### src/hdl/rpa_pkg.sv
// Package for the reference-counted page allocator.
// Holds sizing constants, command and error codes, payload structs and the
// controller-to-datapath command struct. No dependencies.
package rpa_pkg;

  // Sizing.
  localparam int NUM_PAGES   = 64;
  localparam int COUNT_WIDTH = 16;
  localparam int PAGE_W      = 6;
  localparam int PAGE_OUT_W  = PAGE_W + 1;
  localparam int CMD_W       = 3;
  localparam int ERR_W       = 3;

  // Only pages that a 6-bit page number can name get storage.
  localparam int SEARCH_W    = 1 << PAGE_W;
  localparam int STORE_DEPTH = (NUM_PAGES < SEARCH_W) ? NUM_PAGES : SEARCH_W;
  localparam int IDX_W       = $clog2(STORE_DEPTH);

  // Free-page search is split into groups of eight pages.
  localparam int GRP_W     = 8;
  localparam int GRP_IDX_W = $clog2(GRP_W);
  localparam int NUM_GRP   = SEARCH_W / GRP_W;
  localparam int GRP_SEL_W = PAGE_W - GRP_IDX_W;

  localparam logic [COUNT_WIDTH-1:0] COUNT_MAX = '1;
  localparam logic [COUNT_WIDTH-1:0] COUNT_ONE = COUNT_WIDTH'(1);
  localparam logic [PAGE_OUT_W-1:0]  ASSIGN_FLAG = PAGE_OUT_W'(1) << PAGE_W;

  // Command codes.
  localparam logic [CMD_W-1:0] CMD_ALLOC   = 3'd0;
  localparam logic [CMD_W-1:0] CMD_ADD_REF = 3'd1;
  localparam logic [CMD_W-1:0] CMD_CLAIM   = 3'd2;
  localparam logic [CMD_W-1:0] CMD_USE     = 3'd3;
  localparam logic [CMD_W-1:0] CMD_RELEASE = 3'd4;

  // Error codes.
  localparam logic [ERR_W-1:0] ERR_OK           = 3'd0;
  localparam logic [ERR_W-1:0] ERR_NO_FREE      = 3'd1;
  localparam logic [ERR_W-1:0] ERR_ADD_FREE     = 3'd2;
  localparam logic [ERR_W-1:0] ERR_CLAIM_USED   = 3'd3;
  localparam logic [ERR_W-1:0] ERR_RELEASE_FREE = 3'd4;

  typedef struct packed {
    logic [CMD_W-1:0]      command;
    logic [PAGE_OUT_W-1:0] page_in;
  } req_t;

  typedef struct packed {
    logic [PAGE_OUT_W-1:0] page_out;
    logic [ERR_W-1:0]      error_code;
  } rsp_t;

  // Commands from the controller to the datapath.
  typedef struct packed {
    logic capture;  // latch the incoming request
    logic find;     // free-page group search cycle
    logic commit;   // update the count store and the result register
  } ctrl_cmd_t;

endpackage

### src/hdl/rpa_ctrl.sv
// Controller state machine of the reference-counted page allocator.
// Depends on rpa_pkg; drives the datapath through a ctrl_cmd_t struct.
module rpa_ctrl import rpa_pkg::*; (
  input  logic             clk,
  input  logic             rst_n,
  input  logic             start,
  input  logic [CMD_W-1:0] command,
  output logic             busy,
  output logic             out_valid,
  output ctrl_cmd_t        cmd
);

  localparam logic [2:0] S_IDLE = 3'd0;
  localparam logic [2:0] S_READ = 3'd1;
  localparam logic [2:0] S_EXEC = 3'd2;
  localparam logic [2:0] S_FIND = 3'd3;
  localparam logic [2:0] S_PICK = 3'd4;

  logic [2:0] state_r;
  logic [2:0] state_nxt;
  logic       out_valid_r;
  logic       accept;

  assign accept = start && (state_r == S_IDLE);
  assign busy   = (state_r != S_IDLE);

  // Allocate goes through the search path; all else reads the count first.
  always_comb begin
    state_nxt = state_r;
    case (state_r)
      S_IDLE: begin
        if (accept) begin
          state_nxt = (command == CMD_ALLOC) ? S_FIND : S_READ;
        end
      end
      S_READ: state_nxt = S_EXEC;
      S_FIND: state_nxt = S_PICK;
      S_EXEC: state_nxt = S_IDLE;
      S_PICK: state_nxt = S_IDLE;
      default: state_nxt = S_IDLE;
    endcase
  end

  always_comb begin
    cmd.capture = accept;
    cmd.find    = (state_r == S_FIND);
    cmd.commit  = (state_r == S_EXEC) || (state_r == S_PICK);
  end

  always_ff @(posedge clk) begin
    if (!rst_n) begin
      state_r     <= S_IDLE;
      out_valid_r <= 1'b0;
    end else begin
      state_r     <= state_nxt;
      out_valid_r <= cmd.commit;
    end
  end

  assign out_valid = out_valid_r;

  // Every accepted request gets its result strobe, registered from the commit of its execute or pick state.
  a_result_latency: assert property (@(posedge clk) disable iff (!rst_n)
    accept |-> ##3 out_valid_r)
    else $error("result strobe missing three cycles after a request");

  // A result is only presented once the controller is back to idle.
  a_result_idle: assert property (@(posedge clk) disable iff (!rst_n)
    out_valid_r |-> (state_r == S_IDLE))
    else $error("result strobe while a request is still in work");

endmodule

### src/hdl/rpa_dpath.sv
// Datapath of the reference-counted page allocator: request register, count
// memory, in-use bitmap, two-level free-page search and result register.
// Depends on rpa_pkg; controlled by rpa_ctrl through ctrl_cmd_t.
module rpa_dpath import rpa_pkg::*; (
  input  logic      clk,
  input  logic      rst_n,
  input  req_t      in_req,
  input  ctrl_cmd_t cmd,
  output rsp_t      rsp
);

  req_t                   req_r;
  logic [COUNT_WIDTH-1:0] count_mem [STORE_DEPTH];
  logic [COUNT_WIDTH-1:0] rd_r;
  logic [STORE_DEPTH-1:0] used_r;
  logic [SEARCH_W-1:0]    free_vec;
  logic [NUM_GRP-1:0]     grp_any;
  logic [GRP_IDX_W-1:0]   grp_idx [NUM_GRP];
  logic [NUM_GRP-1:0]     grp_any_r;
  logic [GRP_IDX_W-1:0]   grp_idx_r [NUM_GRP];
  logic                   found;
  logic [PAGE_W-1:0]      alloc_page;
  logic [PAGE_W-1:0]      page;
  logic [IDX_W-1:0]       idx;
  logic                   in_range;
  logic                   in_use;
  logic [COUNT_WIDTH-1:0] cur;
  logic [COUNT_WIDTH-1:0] bumped;
  logic                   wr_en;
  logic [IDX_W-1:0]       wr_idx;
  logic [COUNT_WIDTH-1:0] wr_data;
  logic                   used_set;
  logic                   used_clr;
  rsp_t                   rsp_nxt;
  rsp_t                   rsp_r;

  // Request register; the assigned flag bit of the page is dropped where the page number is taken from it.
  always_ff @(posedge clk) begin
    if (cmd.capture) begin
      req_r <= in_req;
    end
  end

  assign page     = req_r.page_in[PAGE_W-1:0];
  assign idx      = page[IDX_W-1:0];
  assign in_range = ({1'b0, page} < (PAGE_W + 1)'(STORE_DEPTH));

  // A page whose in-use bit is clear reads as count zero, so the memory
  // itself needs no clearing after reset.
  assign in_use = used_r[idx];
  assign cur    = in_use ? rd_r : '0;
  assign bumped = (cur == COUNT_MAX) ? COUNT_MAX : cur + COUNT_ONE;

  // Free map padded to the searchable width; pages without storage never
  // show as free.
  for (genvar i = 0; i < SEARCH_W; i++) begin : g_free
    if (i < STORE_DEPTH) begin : g_store
      assign free_vec[i] = !used_r[i];
    end else begin : g_none
      assign free_vec[i] = 1'b0;
    end
  end

  // First search level: lowest free page inside each group of eight.
  always_comb begin
    for (int g = 0; g < NUM_GRP; g++) begin
      grp_any[g] = |free_vec[g*GRP_W +: GRP_W];
      grp_idx[g] = '0;
      for (int j = GRP_W - 1; j >= 0; j--) begin
        if (free_vec[g*GRP_W + j]) begin
          grp_idx[g] = GRP_IDX_W'(j);
        end
      end
    end
  end

  always_ff @(posedge clk) begin
    if (cmd.find) begin
      grp_any_r <= grp_any;
      grp_idx_r <= grp_idx;
    end
  end

  // Second search level: lowest group that has a free page.
  always_comb begin
    found      = 1'b0;
    alloc_page = '0;
    for (int g = NUM_GRP - 1; g >= 0; g--) begin
      if (grp_any_r[g]) begin
        found      = 1'b1;
        alloc_page = {GRP_SEL_W'(g), grp_idx_r[g]};
      end
    end
  end

  // Command execution: count update and result for the current request.
  always_comb begin
    wr_en    = 1'b0;
    wr_idx   = idx;
    wr_data  = bumped;
    used_set = 1'b0;
    used_clr = 1'b0;
    rsp_nxt  = '{page_out: '0, error_code: ERR_OK};
    case (req_r.command)
      CMD_ALLOC: begin
        if (found) begin
          wr_en    = 1'b1;
          wr_idx   = alloc_page[IDX_W-1:0];
          wr_data  = COUNT_ONE;
          used_set = 1'b1;
          rsp_nxt.page_out = ASSIGN_FLAG | {1'b0, alloc_page};
        end else begin
          rsp_nxt.error_code = ERR_NO_FREE;
        end
      end
      CMD_ADD_REF: begin
        if (!in_range || !in_use) begin
          rsp_nxt.error_code = ERR_ADD_FREE;
        end else begin
          wr_en = 1'b1;
          rsp_nxt.page_out = {1'b0, page};
        end
      end
      CMD_CLAIM: begin
        if (!in_range || in_use) begin
          rsp_nxt.error_code = ERR_CLAIM_USED;
        end else begin
          wr_en    = 1'b1;
          wr_data  = COUNT_ONE;
          used_set = 1'b1;
          rsp_nxt.page_out = ASSIGN_FLAG | {1'b0, page};
        end
      end
      CMD_USE: begin
        if (!in_range) begin
          rsp_nxt.error_code = ERR_CLAIM_USED;
        end else begin
          wr_en    = 1'b1;
          used_set = 1'b1;
          rsp_nxt.page_out = ASSIGN_FLAG | {1'b0, page};
        end
      end
      CMD_RELEASE: begin
        if (!in_range || !in_use) begin
          rsp_nxt.error_code = ERR_RELEASE_FREE;
        end else begin
          wr_en    = 1'b1;
          wr_data  = cur - COUNT_ONE;
          used_clr = (cur == COUNT_ONE);
        end
      end
      default: begin
        rsp_nxt = '{page_out: '0, error_code: ERR_OK};
      end
    endcase
  end

  // Count memory: one write port, registered read at the request's page.
  always_ff @(posedge clk) begin
    if (cmd.commit && wr_en) begin
      count_mem[wr_idx] <= wr_data;
    end
    rd_r <= count_mem[idx];
  end

  // In-use bitmap; reset marks every page free.
  always_ff @(posedge clk) begin
    if (!rst_n) begin
      used_r <= '0;
    end else if (cmd.commit) begin
      if (used_set) begin
        used_r[wr_idx] <= 1'b1;
      end else if (used_clr) begin
        used_r[wr_idx] <= 1'b0;
      end
    end
  end

  always_ff @(posedge clk) begin
    if (cmd.commit) begin
      rsp_r <= rsp_nxt;
    end
  end

  assign rsp = rsp_r;

  // A page handed out, claimed or used is in use right after the commit.
  a_set_used: assert property (@(posedge clk) disable iff (!rst_n)
    (cmd.commit && used_set) |=> used_r[$past(wr_idx)])
    else $error("page not marked in use after it was taken");

  // Releasing the last reference frees the page.
  a_clr_used: assert property (@(posedge clk) disable iff (!rst_n)
    (cmd.commit && used_clr) |=> !used_r[$past(wr_idx)])
    else $error("page still in use after its last release");

  // A failed command never returns a page.
  a_err_page: assert property (@(posedge clk) disable iff (!rst_n)
    (cmd.commit && (rsp_nxt.error_code != ERR_OK)) |=> (rsp_r.page_out == '0))
    else $error("page number returned with an error");

endmodule

### src/hdl/refcounted_page_allocator.sv
// Top level of the reference-counted page allocator.
// Depends on rpa_pkg, rpa_ctrl and rpa_dpath.
//
//   channel   ports                     handshake
//   request   start, busy, in_req       taken when start is high and busy low
//   result    out_valid, out_rsp        one-cycle strobe, cannot be held off
//
// Each request passes through the read and execute states (find and pick for
// allocate); the result strobe comes as busy drops, so a new request can be taken
// in the cycle of the last result. The states come from the registered read of
// the count memory (read, then update) and, for allocate, from the registered
// two-level free-page search. Synchronous reset frees every page at once
// through the in-use bitmap; no clearing pass is needed.
module refcounted_page_allocator import rpa_pkg::*; (
  input  logic clk,
  input  logic rst_n,
  input  logic start,
  output logic busy,
  input  req_t in_req,
  output logic out_valid,
  output rsp_t out_rsp
);

  ctrl_cmd_t cmd;

  rpa_ctrl u_ctrl (
    .clk       (clk),
    .rst_n     (rst_n),
    .start     (start),
    .command   (in_req.command),
    .busy      (busy),
    .out_valid (out_valid),
    .cmd       (cmd)
  );

  rpa_dpath u_dpath (
    .clk    (clk),
    .rst_n  (rst_n),
    .in_req (in_req),
    .cmd    (cmd),
    .rsp    (out_rsp)
  );

endmodule

### config.mk
export PLATFORM = sky130hd
export DESIGN_NAME = refcounted_page_allocator
export DESIGN_NICKNAME = d
export VERILOG_FILES = /design/src/hdl/rpa_pkg.sv /design/src/hdl/rpa_ctrl.sv /design/src/hdl/rpa_dpath.sv /design/src/hdl/refcounted_page_allocator.sv
export SDC_FILE = /design/constraint.sdc
export NUM_CORES = 1
export LEC_CHECK = 0
export BUFFER_PORTS_ARGS = -buffer_cell sky130_fd_sc_hd__buf_4
export CAP_MARGIN = 10
export CORE_ASPECT_RATIO = 0.8
export CORE_UTILIZATION = 50
export CTS_CLUSTER_DIAMETER = 120
export DETAILED_ROUTE_END_ITERATION = 7
export GPL_TIMING_DRIVEN = 1
export PLACE_DENSITY_LB_ADDON = 0.3
export SLEW_MARGIN = 10
export SYNTH_ARGS = -nofsm -noshare
export SYNTH_HDL_FRONTEND = slang
export SYNTH_SLANG_ARGS = --single-unit
### constraint.sdc
create_clock -name clk -period 10.05 [get_ports clk]
set_clock_uncertainty 0.05 [all_clocks]
set_input_delay 2.01 -clock clk [delete_from_list [all_inputs] [get_ports clk]]
set_output_delay 2.01 -clock clk [all_outputs]
set_load 0.05 [all_outputs]
## Word-level counts from Yosys, hierarchy flattened

Memories as Yosys holds them, arrays and structs flattened. A register that Yosys moved wholly into a read port is not among the register bits.
Cells that the tools add are included.

- Magnitude comparators: 3
- Div/mod/pow operators: 0
- Equal/unequal tests: 11
- Multiplexer cells: 107
- Bitwise operators: 3
- Add/sub/neg operators: 2
- $mul: 0
- Shifts and indexed selects: 0
- Reductions and logical operators: 99

Operators by type and width:

| kind | count |
|---|---|
| $mux 64 | 2 |
| $mux 3 | 34 |
| $mux 16 | 5 |
| $mux 6 | 11 |
| $and 64x64->64 | 1 |
| $logic_not 1->1 | 64 |
| $not 64->64 | 1 |
| $or 64x64->64 | 1 |
| $reduce_or 8->1 | 8 |
| $pmux 16 s3 | 1 |
| $mux 2 | 19 |
| $reduce_and 4->1 | 8 |
| $pmux 7 s4 | 1 |
| $mux 1 | 26 |
| $reduce_and 2->1 | 9 |
| $add 16x1->16 const B | 1 |
| $eq 16x1->1 const B | 1 |
| $eq 16x16->1 const B | 1 |
| $sub 16x1->16 const B | 1 |
| $lt 6x7->1 const B | 2 |
| $mux 7 | 2 |
| $eq 3x2->1 const B | 4 |
| $pmux 3 s4 | 1 |
| $logic_not 3->1 | 3 |
| other kinds (14) | 18 |

- Word-level logic and storage cells: 258
- Bits in latches: 0
- Output and inout bits: 12
- Bits in writable memories: 1024
- Bits in registers: 119
- ROM bits: 0
- Memories: 1
- Input port bits: 13

Memory list:

| name | depth | bits a word | read ports | clocked after Yosys merged registers in | write ports | RTL line | text |
|---|---|---|---|---|---|---|---|
| u_dpath.count_mem | 64 | 16 | 1 | 1 | 1 | rpa_dpath.sv:13 | `logic [COUNT_WIDTH-1:0] count_mem [STORE_DEPTH];` |

## Longest topological paths before layout

Gate-level depths: netlist (run 1).

- Depth in word-level cells: 18
- Gate-level depth with buffers: 21
- Gate-level depth less buffers: 15

## Hierarchy

A second synthesis (run 1) with hierarchy kept.

- Cells, all modules: 2393
- Area, all modules: 46753.6 um^2

By module, submodules not included:

| module | area each (um^2) | sequential area each (um^2) | instances | cells each |
|---|---|---|---|---|
| rpa_dpath | 46579.7 | 33882.5 | 1 | 2375 |
| rpa_ctrl | 173.9 | 80.1 | 1 | 18 |

## Worst setup path after synthesis (run 1)

Ideal clock, no wire load.

- Path type: reg-to-reg
- From: register u_dpath.req_r, in the netlist u_dpath.idx[0]
- To: memory u_dpath.count_mem[0][10], data pin
- Arrival: 5.866 ns
- Required time: 9.319 ns
- Period minus slack after synthesis: 6.597 ns
- Slack: 3.453 ns
- Cell stages (with the launch flop): 18
- Setup time: 0.681 ns
- Buffers on the path: 3
- Path through: edfxtp_1 buf_6 buf_8 mux4_2 o22ai_1 a21o_1 or2_1 nand2_1 clkbuf_1 nand2_1 inv_1 ha_1 nand3_1 nor3_1 nand4_1 nor2_1 a21oi_1 nor3_1

- Longest elaborated chain between the ends: 7
- Elaborated cells between the ends (all ways): 11
- Classes of those cells: add/sub (2); eq/ne (1); mux (8)

RTL lines:

| what | RTL line | text |
|---|---|---|
| start: declaration | rpa_dpath.sv:12 | `req_t req_r;` |
| start signal: assignment | rpa_dpath.sv:40 | `req_r <= in_req;` |
| $bmux 1 s6 (*) | rpa_dpath.sv:50 | `assign in_use = used_r[idx];` |
| $mux 1 (not written as such) (*) | rpa_dpath.sv:50 |  |
| $mux 16 | rpa_dpath.sv:51 | `assign cur = in_use ? rd_r : '0;` |
| $add 16x1->16 or $eq 16x16->1 (tied branches) | rpa_dpath.sv:52 | `assign bumped = (cur == COUNT_MAX) ? COUNT_MAX : cur + COUNT_ONE;` |
| $mux 16 | rpa_dpath.sv:52 |  |
| $mux 16 (on tied branches) | rpa_dpath.sv:144, rpa_dpath.sv:106, rpa_dpath.sv:125 |  |
| $pmux 16 s3 (*) | rpa_dpath.sv:104 | `case (req_r.command)` |
| named net u_dpath.wr_data[10] | rpa_dpath.sv:31 | `logic [COUNT_WIDTH-1:0] wr_data;` |
| end: declaration | rpa_dpath.sv:13 |  |

The timed path passes the listed nets; every way through them passes the cells marked *. The select of a mux whose other input is x is not followed.

## Worst setup path after layout (run 1)

Same ends and word-level chain as after synthesis.

==> impl_metrics.ini, run 1 <==
[clock_network]
worstSkewPairLatency_ps = 690
cts_setup_buffers = 0
cts_num_sinks = 1159
cts_buffers = 108
clk_pin_slew_ps = 60
cts.repair.resized = 0
clockBufferDepth = 3
ctsHoldBuffers = 0
cts_tree = built
cts_root_buf = clkbuf_16
cts.htree.levels = 3

[synthesis]
ys_seq_elements = 1159
synth.area.top_cells = edfxtp_1 68%, mux4_2 17%, dfxtp_1 3.5%
async_reset_ff_share_pct = 0
netlist_instances = 2361
synth_warnings = 0
yosysTopAreaCell = edfxtp_1
synth_nets = 2377
mappedNetlistArea_mm2 = 0.0475
ys_types = 84
syn_avg_cell_area_um2 = 20.1
synth_ff_type = edfxtp_1
ys_seq_area_share_pct = 71.5
synth-edff-count = 1075
synth_top_area_share_pct = 68.0

[detailed_routing]
drcViolationCount = 0
first_iter_violations = 3250
firstDrtPassIters = 6
wl_per_cell_um = 30.0
vias = 24600
ant_nets = 0
detail_route.vias_per_cell = 6.54
finalWirelength_mm = 113

[sta]
rsz0062_at_grt = no
fmax_ghz = 0.147
tightest_slew_ps = 1280
hold-worst-slack_ps = 453
fin_crit_sh_pct = 67.7
setup_tns_ps = 0
setup_viol = 0
finalCriticalPeriod_ps = 6800
relSlewSlack_pct = 13.7
maxSlewViolCount = 0
hold_viol = 0

[die]
rows = 100
ioPinCount = 25
die_w_um = 347
core_mm2 = 0.0936
start_util_pct = 50.7
die_area_mm2 = 0.0962
die_h_um = 278

[critical_path]
reg2reg_depth = 16
worstReg2RegEnd = u_dpath.count_mem[0][10]$_DFFE_PP_
startpoint_type = flip-flop
r2r-start = u_dpath.idx[0]$_DFFE_PP_
rrSetupSlack_ps = 3250
slowest_delay_ps = 760
cp_max_fo = 96
path_delay_family = simple AND/OR/NAND/NOR gates
endpoint_kind = flip-flop
crit_buf_inv = 4
path_class = reg2reg
slowest_stage = nor3_2
path_cells = buf_4 > buf_12 > nand3b_1 > a41o_1 > nand4_2 > nand2_1 > nand2_1 > inv_1 > ha_1 > nand3_1 > nor3_1 > nand4_1 > nor2_1 > a21oi_1 > nor3_2 > buf_4
arrival_ps = 7160
required_ps = 10410

[grt]
grt_pass1_wl_mm = 166
grt_usage_pct = 23.7
antenna_found_initial = 8
grt-ovfl-total = 0
grt_pass1_vias = 24300
grt_max_degree = 149

[finish]
final_area_mm2 = 0.0536
fillerInstances = 6711
drive_gt1_share_pct = 31.0
fin_nets = 2460
final_cells = 3758
area_growth_pct = 12.9
layout_commonest_cell = edfxtp_1
final_cell_mix = 1075 x edfxtp_1, 350 x mux4_2, 127 x buf_4

[power_and_ir_drop]
p_leak_nw = 16.6
peakVddDrop_mv = 0.177
powerDensity_mw_per_mm2 = 195

[hold_path]
worstHoldStart = u_ctrl.state_r[1]$_SDFFE_PN0P_
worstHoldPathType = reg2reg
hold_depth = 1
holdPathEnd = u_ctrl.state_r[1]$_SDFFE_PN0P_

[job]
cap_viol_max_count = 0

[status]
outcome = complete, no violations

[place]
placed_area_mm2 = 0.0499
hpwl_mm = 66.4
dp.cells = 3555
place_congestion = 0.907
io_buffers = 23
==> area by class of cell <==
| type | count | area [µm²] | area share [%] |
|---|---|---|---|
| Sequential cell | 1159 | 34000 | 63.4 |
| Antenna cell | 1 | 2.50 | 0.00467 |
| Clock buffer | 130 | 2850 | 5.31 |
| Multi-Input combinational cell | 1019 | 13400 | 24.9 |
| Inverter | 23 | 86.3 | 0.161 |
| Timing Repair Buffer | 133 | 1050 | 1.95 |
| Tap cell | 1224 | 1530 | 2.86 |
| Clock inverter | 69 | 774 | 1.44 |
==> worst reg2reg max path: cells and delay by family, from the launching register on <==
family / cells / cell delay (ps)
flip-flops: 1 / 340
AO/OA/AOI/OAI: 2 / 420
buffers and inverters: 4 / 1990
adder cells (fa/ha/maj): 1 / 210
AND/OR/NAND/NOR: 9 / 3510
==> cell families after synthesis <==
kind of cell	synth area share, %
AOI/OAI and AO/OA	4.67
xor gates and xnor gates	0.314
adders and majority gates	0.0791
buffers and inverters	1.86
DFF	71.5
muxes	16.8
and+or+nand+nor	4.71
==> worst max-delay path by stage <==
| stage | depth (start not counted) | slack [ps] | endpoint | startpoint |
|---|---|---|---|---|
| floorplan | 17 | 3450 | u_dpath.count_mem[0][10]$_DFFE_PP_ | u_dpath.idx[0]$_DFFE_PP_ |
| global placement | 17 | 3190 | u_dpath.count_mem[52][1]$_DFFE_PP_ | u_dpath.idx[0]$_DFFE_PP_ |
| detailed placement | 16 | 3020 | u_dpath.count_mem[54][1]$_DFFE_PP_ | u_dpath.idx[0]$_DFFE_PP_ |
| CTS | 16 | 2980 | u_dpath.count_mem[37][1]$_DFFE_PP_ | u_dpath.idx[0]$_DFFE_PP_ |
| global route | 17 | 2690 | u_dpath.count_mem[57][10]$_DFFE_PP_ | u_dpath.idx[0]$_DFFE_PP_ |
| finish | 16 | 3250 | u_dpath.count_mem[0][10]$_DFFE_PP_ | u_dpath.idx[0]$_DFFE_PP_ |
==> synthesized netlist by cell type, drive strengths merged, types with 3 or more instances <==
master	instances
a21boi	8
a221oi	4
buf	90
inv	23
mux4	350
dfxtp	84
clkbuf	70
or2	3
xor2	7
a31o	6
and3	6
o21a	3
o221ai	19
nor2	68
mux2	4
mux2i	6
a21oi	21
o21bai	5
o22ai	9
o31ai	6
o211ai	24
a31oi	11
or3	4
o2111ai	7
o21ai	45
nor4b	3
o311ai	30
nor2b	6
ha	3
o41ai	44
nand2b	8
nor4	62
a211oi	5
nand3b	4
a32o	4
nand3	26
or4	3
nand2	118
edfxtp	1075
nor3	27
and2	21
nand4	8
xnor2	10
==> per-layer routing <==
metal  track usage (%)  vias up  wire length, µm  share of wire (%)
li1                  -    10200                -                  -
met1              36.1    13000            48200                 43
met2              34.8     1216            50700                 45
met3              4.95      212            10900                9.7
met4              6.25        2             2840                2.5
met5                 0        -               13              0.012
==> sequential cells by signal, indices dropped and copies added (netlist names), named ones only <==
signal / flops
u_dpath.req_r: 3
u_dpath.idx: 6
u_ctrl.out_valid: 1
u_dpath.grp_idx_r: 24
u_dpath.rsp: 10
u_dpath.rd_r: 16
u_ctrl.state_r: 3
u_dpath.count_mem: 1024
u_dpath.grp_any_r: 8
==> per-stage QoR <==
step | total power [W] | worst slack [ps] | utilization (%)
2_1_floorplan | 0.00609 | 3450 | -
6_report | 0.0105 | 3250 | 57.3
3_5_place_dp | 0.00642 | 3020 | 53.4
4_1_cts | 0.0105 | 2980 | 57.2
5_1_grt | 0.0108 | 2690 | 57.3
3_3_place_gp | 0.00639 | 3190 | 53.4
==> report_power, final <==
group	switching [W]	internal [W]
clock network	0.00177	0.00239
logic	0.000588	0.000271
registers	0.0000372	0.00542
total	0.00240	0.00808
No activity file was read; power rests on OpenSTA's default activity.
==> run 2: changes to the inputs <==
==> constraint.sdc (replaced) <==
create_clock -name clk -period 6.8 [get_ports clk]
set_clock_uncertainty 0.05 [all_clocks]
set_input_delay 1.36 -clock clk [delete_from_list [all_inputs] [get_ports clk]]
set_output_delay 1.36 -clock clk [all_outputs]
set_load 0.05 [all_outputs]
==> run 2 against run 1 <==
Count of clock-buffer cells in the layout up 6. Largest power group unchanged. First-iteration DRC count up 3.6%. Sequential power up 48%. Critical path type unchanged. Power up 45%. Flip-flop and latch count unchanged. Core utilization about the same. Sequential share of layout area about the same. Final cell count up 0.53%. Via count up 1.8%. Critical path depth down 1. Clock power up 39%.
==> impl_metrics.ini, run 2 (synthesis gave the netlist of run 1 again) <==
[detailed_routing]
ant_nets = 0
vias = 25000
wl_per_cell_um = 31.1
finalWirelength_mm = 118
first_iter_violations = 3366
detail_route.vias_per_cell = 6.62
drcViolationCount = 0
firstDrtPassIters = 7

[status]
outcome = complete, no violations

[critical_path]
path_delay_family = simple AND/OR/NAND/NOR gates
crit_buf_inv = 1
path_cells = mux4_2 > mux2_2 > o221ai_2 > or2_1 > nand2_1 > buf_4 > nand2_1 > ha_1 > nor2b_1 > nand4_1 > nor4b_4 > nand2_1 > o22a_1 > nor2_2 > o221ai_1
startpoint_type = flip-flop
endpoint_kind = flip-flop
path_common_cell = nand2_1
slowest_stage = edfxtp_1
arrival_ps = 6240
slowest_delay_ps = 1040
required_ps = 7290
path_class = reg2reg
cp_max_fo = 26

[die]
core_mm2 = 0.0936
rows = 100
start_util_pct = 50.7
die_area_mm2 = 0.0962
die_w_um = 347
die_h_um = 278
ioPinCount = 25

[sta]
maxSlewViolCount = 0
fmax_ghz = 0.174
setup_tns_ps = 0
setup_viol = 0
rsz0062_at_grt = no
tightest_slew_ps = 1220
hold_viol = 0
finalCriticalPeriod_ps = 5750
finalWorstSetupSlack_ps = 1050
relSlewSlack_pct = 18.5
fin_crit_sh_pct = 84.6

[finish]
regArea_mm2 = 0.0340
largestRegisters = u_dpath.count_mem: 1024 flops, u_dpath.grp_idx_r: 24 flops, u_dpath.rd_r: 16 flops
final_cell_mix = 1075 x edfxtp_1, 350 x mux4_2, 153 x buf_4
final_cells = 3778
num_antenna_cells = 0
area_growth_pct = 12.8
largest_reg_flops = 1024
fin_nets = 2485
drive_gt1_share_pct = 31.3
fillerInstances = 6781
multi_input_area_mm2 = 0.0133
layout_commonest_cell = edfxtp_1
regMostFlops = u_dpath.count_mem
fin_util_pct = 57.2

[power_and_ir_drop]
swShare_pct = 23.3
p_leak_nw = 16.6
peakVddDrop_mv = 0.231
power.share.sequential_pct = 53.2
p_clk_share_pct = 38.3
powerDensity_mw_per_mm2 = 283
p_switching_w = 0.00353
power_frac_comb_pct = 8.5
intPower_w = 0.0116
total_power_w = 0.0152

[clock_network]
cts_root_buf = clkbuf_16
cts.repair.resized = 0
ctsHoldBuffers = 0
cts_setup_buffers = 0
cts_num_sinks = 1159
clk_pin_slew_ps = 60
worstSkewPairLatency_ps = 690
cts_buffers = 107
clockBufferDepth = 3
cts.htree.levels = 3
cts_tree = built

[grt]
grt-ovfl-total = 0
grt_usage_pct = 24.7
grt_max_degree = 95
grt_pass1_wl_mm = 172
grt_pass1_vias = 24700
antenna_found_initial = 6

[place]
io_buffers = 23
hpwl_mm = 70.2
dp.cells = 3583
place_congestion = 0.935
pre_cts_ws_ps = 1160

[hold_path]
worstHoldPathType = reg2reg

[job]
cap_viol_max_count = 0
==> run 2: changes by cell type in the layout (fill, tap and decap cells not counted), sizes merged <==
cell	delta
clkinvlp	-4
clkinv	+2
bufinv	-9
buf	+26
clkbuf	+6
diode	-1
==> run 2: final timing paths <==
check                                  from                              to  slack (ps)  depth (start not counted)
min reg2reg  u_ctrl.state_r[1]$_SDFFE_PN0P_  u_ctrl.state_r[1]$_SDFFE_PN0P_         460                          1
max reg2reg        u_dpath.idx[0]$_DFFE_PP_                       flip-flop        1050                         15
max                u_dpath.idx[0]$_DFFE_PP_                       flip-flop        1050                         15
min          u_ctrl.state_r[1]$_SDFFE_PN0P_  u_ctrl.state_r[1]$_SDFFE_PN0P_         460                          1
==> run 2: power by group through the flow <==
stage	clock, W	combinational, W	sequential (W)
2_1_floorplan	0	0.000785	0.00822
6_report	0.00580	0.00129	0.00807
5_1_grt	0.00614	0.00136	0.00807
4_1_cts	0.00588	0.00129	0.00807
3_5_place_dp	0	0.00128	0.00822
3_3_place_gp	0	0.00124	0.00822
==> run 2: metal layers <==
layer	up-vias	global-route usage [%]	share of wire, %
met3	164	4.90	9.3
met4	4	5.49	1.9
met5	-	0	0.022
met2	1279	37.1	46
li1	10200	-	-
met1	13300	37.7	43
==> run 2: cell type report <==
type | count | share of cell area [%]
clock buffers | 136 | 5.40
multi-input cells | 1019 | 24.9
flip-flops and latches | 1159 | 63.4
well taps | 1224 | 2.86
inverters | 23 | 0.161
repair buffers | 159 | 2.36
clock inverters | 58 | 0.916
==> run 2: per-stage QoR <==
step           area (µm²)  hold WS, ps
2_1_floorplan       47500          416
3_3_place_gp        50200          427
6_report            53600          455
4_1_cts             53600          458
5_1_grt             53600          494
3_5_place_dp        50200          451
==> run 3: changes to the inputs <==
==> constraint.sdc (replaced) <==
create_clock -name clk -period 6 [get_ports clk]
set_clock_uncertainty 0.05 [all_clocks]
set_input_delay 1.2 -clock clk [delete_from_list [all_inputs] [get_ports clk]]
set_output_delay 1.2 -clock clk [all_outputs]
set_load 0.05 [all_outputs]
==> run 3 against run 2 <==
Core utilization up 0.25 points. Flip-flop and latch count unchanged. Critical path depth is the same. Critical path type unchanged. Largest power group unchanged.
==> impl_metrics.ini, run 3 (synthesis gave the netlist of run 1 again) <==
[status]
outcome = complete, no violations

[clock_network]
cts_setup_buffers = 0
ctsHoldBuffers = 0
cts.htree.levels = 3
cts_buffers = 107
clockBufferDepth = 3
cts.repair.resized = 0
cts_num_sinks = 1159
cts_tree = built
clk_pin_slew_ps = 60
worstSkewPairLatency_ps = 680
cts_root_buf = clkbuf_16

[critical_path]
path_class = reg2reg
rrSetupSlack_ps = 520
arrival_ps = 5940
endpoint_kind = flip-flop
startpoint = u_dpath.idx[0]$_DFFE_PP_
r2r-start = u_dpath.idx[0]$_DFFE_PP_
cp_max_fo = 19
startpoint_type = flip-flop
reg2reg_depth = 15
required_ps = 6460

[sta]
setup_tns_ps = 0
hold_viol = 0
tightest_slew_ps = 1150
fin_crit_sh_pct = 91.3
setup_viol = 0
maxSlewViolCount = 0
relSlewSlack_pct = 23.5
fmax_ghz = 0.183
finalCriticalPeriod_ps = 5480
rsz0062_at_grt = no
hold-worst-slack_ps = 464

[power_and_ir_drop]
intPower_w = 0.0135
power.share.sequential_pct = 52.4
power_frac_comb_pct = 8.4
swShare_pct = 22.8
p_leak_nw = 16.7
powerDensity_mw_per_mm2 = 325
peakVddDrop_mv = 0.248
p_switching_w = 0.00398
p_clk_share_pct = 39.2

[grt]
grt.busiest_layer = met2
antenna_found_initial = 11
met1_usage_pct = 35.7
grt_usage_pct = 24.3
grt_util_met3_pct = 5.44
grt_pass1_vias = 24800
grt-ovfl-total = 0
grt_max_degree = 90
use_met2_pct = 36.7
grt_pass1_wl_mm = 170

[finish]
layout_commonest_cell = edfxtp_1
area_growth_pct = 13.3
multi_input_area_mm2 = 0.0134
fin_nets = 2487
regArea_mm2 = 0.0340
drive_gt1_share_pct = 31.4
fillerInstances = 6752
regMostFlops = u_dpath.count_mem
largestRegisters = u_dpath.count_mem: 1024 flops, u_dpath.grp_idx_r: 24 flops, u_dpath.rd_r: 16 flops
final_cell_mix = 1075 x edfxtp_1, 350 x mux4_2, 151 x buf_4
largest_reg_flops = 1024

[die]
die_area_mm2 = 0.0962
ioPinCount = 25
die_h_um = 278
die_w_um = 347
core_mm2 = 0.0936
start_util_pct = 50.7
rows = 100

[place]
place_congestion = 0.922
io_buffers = 23
hpwl_mm = 68.3

[detailed_routing]
vias = 24900
firstDrtPassIters = 6
ant_nets = 0
finalWirelength_mm = 116
first_iter_violations = 2949
wl_per_cell_um = 30.6
detail_route.vias_per_cell = 6.57
drcViolationCount = 0

[job]
cap_viol_max_count = 0

[hold_path]
worstHoldPathType = reg2reg
[run 3: cell count changes in the layout (fill, tap and decap cells not counted), sizes merged]
cell / previous run / this run
inv: 27 / 26
bufinv: 5 / 11
clkinvlp: 3 / 4
diode: 0 / 4
buf: 159 / 161
clkinv: 46 / 34
clkbuf: 136 / 147
[run 3: how the worst min path moves through the flow]
stage,from,end,depth (start not counted)
2_1_floorplan,u_ctrl.state_r[1]$_SDFFE_PN0P_,u_ctrl.state_r[1]$_SDFFE_PN0P_,1
3_3_place_gp,u_ctrl.state_r[1]$_SDFFE_PN0P_,u_ctrl.state_r[1]$_SDFFE_PN0P_,1
3_5_place_dp,flip-flop,flip-flop,2
4_1_cts,flip-flop,flip-flop,2
5_1_grt,flip-flop,flip-flop,2
6_report,u_ctrl.state_r[1]$_SDFFE_PN0P_,u_ctrl.state_r[1]$_SDFFE_PN0P_,1
[run 3: area by class of cell]
type | instances | share of cell area (%)
Multi-Input combinational cell | 1019 | 24.8
Timing Repair Buffer | 161 | 2.48
Sequential cell | 1159 | 63.1
Clock inverter | 52 | 1.07
Inverter | 23 | 0.160
Antenna cell | 4 | 0.0186
Clock buffer | 147 | 5.49
Tap cell | 1224 | 2.85
[run 3: critical path, stage by stage (launching register included)]
cell and delay (ps):
edfxtp_1 950, mux4_2 600, mux2_2 320, o221ai_2 300, or2_1 240, nand2_1 160, nand2_1 160, ha_1 180
nor2b_1 120, nand4_1 280, nor4b_4 490, nand2_1 100, o22a_1 320, buf_4 270, o2111ai_1 520, o221ai_1 240
[run 3: per-stage QoR]
stage	instance area (µm²)	worst slack, ps	cells	total power, W	util (%)
2_1_floorplan	47500	146	2361	0.0102	-
4_1_cts	53800	631	3784	0.0175	57.5
5_1_grt	53800	299	3785	0.0180	57.5
3_3_place_gp	50200	761	3585	0.0107	53.7
6_report	53800	521	3789	0.0175	57.5
3_5_place_dp	50200	643	3585	0.0108	53.7
[run 3: per-layer routing]
layer / share of wire, % / wire (µm)
met1: 41 / 47600
met4: 2.5 / 2910
met3: 9.7 / 11300
met5: 0.011 / 13
met2: 47 / 53900
[run 3: power by group through the flow]
stage	logic, W	registers, W	clock network [W]
after floorplan	0.000890	0.00931	0
after global placement	0.00140	0.00933	0
after detailed placement	0.00145	0.00933	0
after CTS	0.00146	0.00915	0.00693
after global routing	0.00155	0.00916	0.00724
final	0.00146	0.00916	0.00684
